[src/vptw_pkg.sv]
// ----------------------------------------------------------------------------
// Vertex projection package
// Shared types, constants and fixed-point helpers for the vertex projection
// pipeline.
// ----------------------------------------------------------------------------
package vptw_pkg;

  localparam int unsigned CW        = 32;
  localparam int unsigned FB        = 16;
  localparam int unsigned VW        = 16;
  localparam int unsigned DIV_STEPS = CW;
  localparam int unsigned XF_LAT    = 4;
  localparam int unsigned DIV_LAT   = DIV_STEPS + 2;
  localparam int unsigned WIN_LAT   = 4;

  localparam int unsigned IN_DATA_W  = 152;
  localparam int unsigned IN_USER_W  = 3;
  localparam int unsigned OUT_DATA_W = 96;
  localparam int unsigned OUT_USER_W = 2;

  typedef logic signed [CW-1:0]   word_t;
  typedef logic signed [2*CW-1:0] prod_t;
  typedef logic signed [VW-1:0]   vpw_t;
  typedef word_t [3:0]            vec4_t;
  typedef vec4_t [3:0]            mat4_t;
  typedef word_t [2:0]            vec3_t;
  typedef vpw_t [3:0]             vport_t;

  localparam word_t WORD_MAX = {1'b0, {(CW-1){1'b1}}};
  localparam word_t WORD_MIN = {1'b1, {(CW-1){1'b0}}};
  localparam word_t ONE      = word_t'(64'd1 << FB);
  localparam word_t HALF     = word_t'(64'd1 << (FB - 1));

  typedef enum logic [1:0] {
    CMD_MAT_WRITE = 2'd0,
    CMD_VP_WRITE  = 2'd1,
    CMD_PROJECT   = 2'd2
  } cmd_e;

  typedef enum logic [1:0] {
    ST_OK     = 2'd0,
    ST_W_ZERO = 2'd1,
    ST_SAT    = 2'd2
  } status_e;

  typedef struct packed {
    logic  sat;
    word_t val;
  } satw_t;

  typedef struct packed {
    logic       vld;
    logic [1:0] cmd;
    logic       sel;
    logic [3:0] idx;
    word_t      mval;
    vpw_t       vval;
    logic       sat;
    logic       wzero;
  } side_t;

  function automatic satw_t from_mag(logic neg, logic [CW-1:0] mag, logic over);
    satw_t r;
    if (neg) begin
      if (over || (mag > {1'b1, {(CW-1){1'b0}}})) begin
        r.sat = 1'b1;
        r.val = WORD_MIN;
      end else begin
        r.sat = 1'b0;
        r.val = word_t'({CW{1'b0}} - mag);
      end
    end else begin
      if (over || mag[CW-1]) begin
        r.sat = 1'b1;
        r.val = WORD_MAX;
      end else begin
        r.sat = 1'b0;
        r.val = word_t'(mag);
      end
    end
    return r;
  endfunction

  function automatic satw_t fmul_fin(prod_t p);
    logic [2*CW-1:0] mag;
    mag = p[2*CW-1] ? (~p + 1'b1) : p;
    return from_mag(p[2*CW-1], mag[FB+CW-1:FB], |mag[2*CW-1:FB+CW]);
  endfunction

  function automatic satw_t sat_add(word_t a, word_t b);
    logic signed [CW:0] s;
    satw_t r;
    s = {a[CW-1], a} + {b[CW-1], b};
    if (s[CW] != s[CW-1]) begin
      r.sat = 1'b1;
      r.val = s[CW] ? WORD_MIN : WORD_MAX;
    end else begin
      r.sat = 1'b0;
      r.val = s[CW-1:0];
    end
    return r;
  endfunction

endpackage

[src/vptw_win.sv]
// ----------------------------------------------------------------------------
// Viewport mapping
// Four-stage pipeline that maps normalized coordinates to window x and y
// through the viewport and depth to the unit range.
// ----------------------------------------------------------------------------
module vptw_win (
  input  logic             clk_i,
  input  logic             en_i,
  input  vptw_pkg::vec3_t  ndc_i,
  input  vptw_pkg::vport_t vp_i,
  output vptw_pkg::vec3_t  win_o,
  output logic             sat_o
);
  import vptw_pkg::*;

  word_t         t     [3];
  logic [CW-1:0] mag   [3];
  logic [CW-1:0] hm    [3];
  word_t         t_q   [3];
  word_t         o_q   [2];
  word_t         s_q   [2];
  prod_t         p_q   [2];
  word_t         o2_q  [2];
  word_t         tz2_q;
  satw_t         fm    [2];
  word_t         f_q   [2];
  word_t         o3_q  [2];
  word_t         tz3_q;
  logic          sat3_q;
  satw_t         sum   [2];
  vec3_t         win_q;
  logic          sat_q;

  always_comb begin
    for (int l = 0; l < 3; l++) begin
      mag[l] = ndc_i[l][CW-1] ? ({CW{1'b0}} - ndc_i[l]) : ndc_i[l];
      hm[l]  = mag[l] >> 1;
      t[l]   = word_t'(ndc_i[l][CW-1] ? ({CW{1'b0}} - hm[l]) : hm[l]) + HALF;
    end
    for (int l = 0; l < 2; l++) begin
      fm[l]  = fmul_fin(p_q[l]);
      sum[l] = sat_add(o3_q[l], f_q[l]);
    end
  end

  always_ff @(posedge clk_i) begin
    if (en_i) begin
      for (int l = 0; l < 3; l++) begin
        t_q[l] <= t[l];
      end
      for (int l = 0; l < 2; l++) begin
        o_q[l]  <= word_t'({vp_i[l], {FB{1'b0}}});
        s_q[l]  <= word_t'({vp_i[l+2], {FB{1'b0}}});
        p_q[l]  <= $signed(s_q[l]) * $signed(t_q[l]);
        o2_q[l] <= o_q[l];
        f_q[l]  <= fm[l].val;
        o3_q[l] <= o2_q[l];
        win_q[l] <= sum[l].val;
      end
      tz2_q    <= t_q[2];
      tz3_q    <= tz2_q;
      sat3_q   <= fm[0].sat | fm[1].sat;
      win_q[2] <= tz3_q;
      sat_q    <= sat3_q | sum[0].sat | sum[1].sat;
    end
  end

  assign win_o = win_q;
  assign sat_o = sat_q;

endmodule

[config.mk]
export PLATFORM = sky130hd
export DESIGN_NAME = vptw_win
export DESIGN_NICKNAME = d
export VERILOG_FILES = /design/src/vptw_pkg.sv /design/src/vptw_win.sv
export SDC_FILE = /design/constraint.sdc
export NUM_CORES = 2
export LEC_CHECK = 0
export BUFFER_PORTS_ARGS = -buffer_cell sky130_fd_sc_hd__clkbuf_2
export CAP_MARGIN = 25
export CORE_ASPECT_RATIO = 2
export CORE_MARGIN = 2
export CORE_UTILIZATION = 55
export CTS_CLUSTER_DIAMETER = 40
export CTS_CLUSTER_SIZE = 30
export DETAILED_ROUTE_END_ITERATION = 12
export PLACE_DENSITY_LB_ADDON = 0.05
export SETUP_SLACK_MARGIN = 0.4
export SYNTH_ARGS = -nofsm -noshare
export SYNTH_HDL_FRONTEND = slang
export SYNTH_SLANG_ARGS = --single-unit
export TNS_END_PERCENT = 30
[constraint.sdc]
create_clock -name clk_i -period 23.6 [get_ports clk_i]
set_clock_uncertainty 0.2 [all_clocks]
set_input_delay 1.18 -clock clk_i [delete_from_list [all_inputs] [get_ports clk_i]]
set_output_delay 1.18 -clock clk_i [all_outputs]
set_load 0.02 [all_outputs]
==> results_dict.tcl <==
set metrics [dict create \
    fillers 11596 \
    die_area_mm2 0.137 \
    drt-vias-per-instance 5.83 \
    cp.required_ns 23.88 \
    start_util_pct 55.4 \
    io_pins 259 \
    multiInputGateArea_mm2 0.0510 \
    synth_top_area_cell "fa_1" \
    drc_errors 0 \
    core-area_mm2 0.133 \
    slew_violations 0 \
    rsz0062_at_grt "false" \
    syn_to_final_growth_pct 6.83 \
    htreeDepth 2 \
    synthDominantCellAreaShare_pct 33.7 \
    pre_cts_slack_ns 14.43 \
    antenna_found_initial 29 \
    outcome "complete, no violations" \
    post_cts_resize_count 0 \
    critPathSlowestCell "fa_1" \
    finalSetupViolCount 0 \
    port_buffers 258 \
    finalCritPeriodShare_pct 38.9 \
    first_global_vias 58275 \
    wire_per_inst_um 23.8 \
    fmax_mhz 109 \
    tightest_slew_ns 1.13 \
    synthFlopType "edfxtp_1" \
    fp.dieH_um 521 \
    synth_fp_nets 9096 \
    design_area_mm2 0.0785 \
    clk_latency_ns 0.76 \
    dr.first_iter.drc_count 3106 \
    critical_path.endpoint_type "flop" \
    syn_avg_cell_area_um2 10.0 \
    path_class "flop to flop" \
    hpwl_mm 175 \
    die_x_um 263 \
    fin_nets 9144 \
    vias 53502 \
    place_congestion 0.977 \
    postCtsSetupRepairBufs 0 \
    postRouteAntennaNets 0 \
    fin_crit_ns 9.18 \
    track_usage_pct 32.4 \
    cap_violations 0 \
    slew_headroom_pct 24.3 \
    crit_fanout 16 \
    synth_edf_count 546 \
    grt_pass1_wl_mm 333 \
    cp-start-kind "flop" \
    synthCells 7345 \
    cpPeakStageDelay_ns 1.05 \
    grt_overflow_total 0 \
    clock_path_buffers 3 \
    syn_area_mm2 0.0735 \
    placed_area_mm2 0.0762 \
    cts_root_buf "clkbuf_16" \
    async_flop_share_pct 0 \
    yosysUniqueCellTypes 108 \
    clk_pin_slew_ns 0.08 \
    synthTopCellsByArea "fa_1 34%, edfxtp_1 22%, inv_1 6.6%" \
    seq_area_frac_synth_pct 22.3 \
    synth_seq_cells 546 \
    wl_mm 218 \
    setup_slack_ns 14.42 \
    timing_hold_violations_final 0 \
    cts_buffers 60 \
    seq_area_mm2 0.0164 \
    row_count 189 \
    yosysWarnings 0 \
    cpMostUsedCell "fa_1" \
    fin_setup_tns_ns 0 \
    cts.sinks 546 \
    worstPathArrival_ns 9.46 \
    final_util_pct 59.2 \
    grt_max_degree 132 \
    tritoncts "done" \
    hold_class "flop to flop" \
    hold_buffers 0 \
    dr.pass1.iters 6 \
    drive_gt1_share_pct 7.47 \
]
placed cells by master (no fill, tap or decap), types with 71 or more instances in the layout:
cell type / Yosys / layout
nand3_1: 80 / 80
o21ai_0: 233 / 233
nor3_1: 123 / 123
ha_1: 351 / 351
nand2_1: 686 / 686
inv_1: 1284 / 1284
nor2_1: 271 / 271
edfxtp_1: 546 / 546
clkbuf_2: 0 / 257
a21oi_1: 177 / 177
fa_1: 1238 / 1238
and2_1: 594 / 594
buf_4: 1 / 71
xor2_1: 135 / 135
xnor2_1: 284 / 284
metrics by stage:
stage	hold WS, ns	std cells
2_1_floorplan	0.200	7345
3_3_place_gp	0.200	9045
3_5_place_dp	0.205	9047
4_1_cts	0.197	9161
5_1_grt	0.208	9179
6_report	0.191	9182
kinds of logic (layout without fill, tap and decap cells):
kind of cell             after synthesis  after routing  share of synthesized area [%]
adder cells (fa/ha/maj)             1589           1589                           39.7
AND/OR/NAND/NOR                     2219           2219                           15.9
XOR/XNOR                             419            419                           4.99
buffers and inverters               1635           1735                           8.38
other                                  0             18                              0
multiplexers                          40             40                          0.570
AO/OA/AOI/OAI                        897            897                           8.16
flip-flops                           546            546                           22.3
flip-flops by register name, summed over array words and instances, names as in the netlist:
signal	cells
f_q	64
o2_q	32
o3_q	32
o_q	32
p_q	96
s_q	32
sat3_q	1
sat_o	1
t_q	96
tz2_q	32
tz3_q	32
win_o	96
area by class of cell:
cell class | count | area share, %
inverter | 1287 | 6.15
multi-input combinational | 5164 | 64.9
clock inverter | 52 | 0.911
tap | 1719 | 2.74
antenna | 18 | 0.0574
sequential | 546 | 20.9
timing repair buffer | 334 | 2.44
clock buffer | 62 | 1.92
per-layer routing:
metal	part of all wire, %	track usage [%]
met5	0.053	0
met4	9.9	27.1
met3	4.6	5.02
met2	56	62.8
met1	30	29.1
synthesized netlist by cell type, types with 11 or more instances:
cell / number
a21o_1: 62
ha_1: 351
o21ai_0: 233
nand2_1: 686
a31oi_1: 38
o22ai_1: 17
mux2i_1: 25
or3_1: 63
xor2_1: 135
a21oi_1: 177
nor2_1: 271
xnor2_1: 284
nor3_1: 123
o41ai_1: 20
inv_1: 1284
o31ai_1: 50
o31a_1: 13
clkbuf_1: 314
o311ai_0: 13
or4_1: 47
nand3b_1: 19
fa_1: 1238
mux2_2: 14
o21bai_1: 16
a41oi_1: 14
o211ai_1: 31
nand2b_1: 61
nand4_1: 48
nor4_1: 40
or2_2: 29
o21a_1: 33
edfxtp_1: 546
and3_1: 34
buf_1: 16
and2_1: 594
nor2b_1: 37
nand3_1: 80
buf_2: 17
a211oi_1: 24
o32ai_1: 14
nand4b_1: 11
a21boi_0: 14
critical path, delay by kind of cell, from the launching register on:
kind,cells,cell delay [ns]
xor+xnor,1,0.12
buf+inv,3,0.18
simple gates,6,0.93
flops,1,0.70
compound gates,6,1.75
fa+ha+maj,9,5.02
final timing paths:
path	slack, ns	start	endpoint	depth (start not counted)
setup / recovery	14.42	t_q[1][2]	p_q[0][124]	25
hold / removal	0.19	o_q[0][21]	o2_q[0][53]	0
setup reg to reg	14.42	t_q[1][2]	p_q[0][124]	25
hold reg to reg	0.19	o_q[0][21]	o2_q[0][53]	0
Power is left out: the tool's default activity adds up to more than one toggle a clock period on the data nets, which glitch-free logic cannot reach.
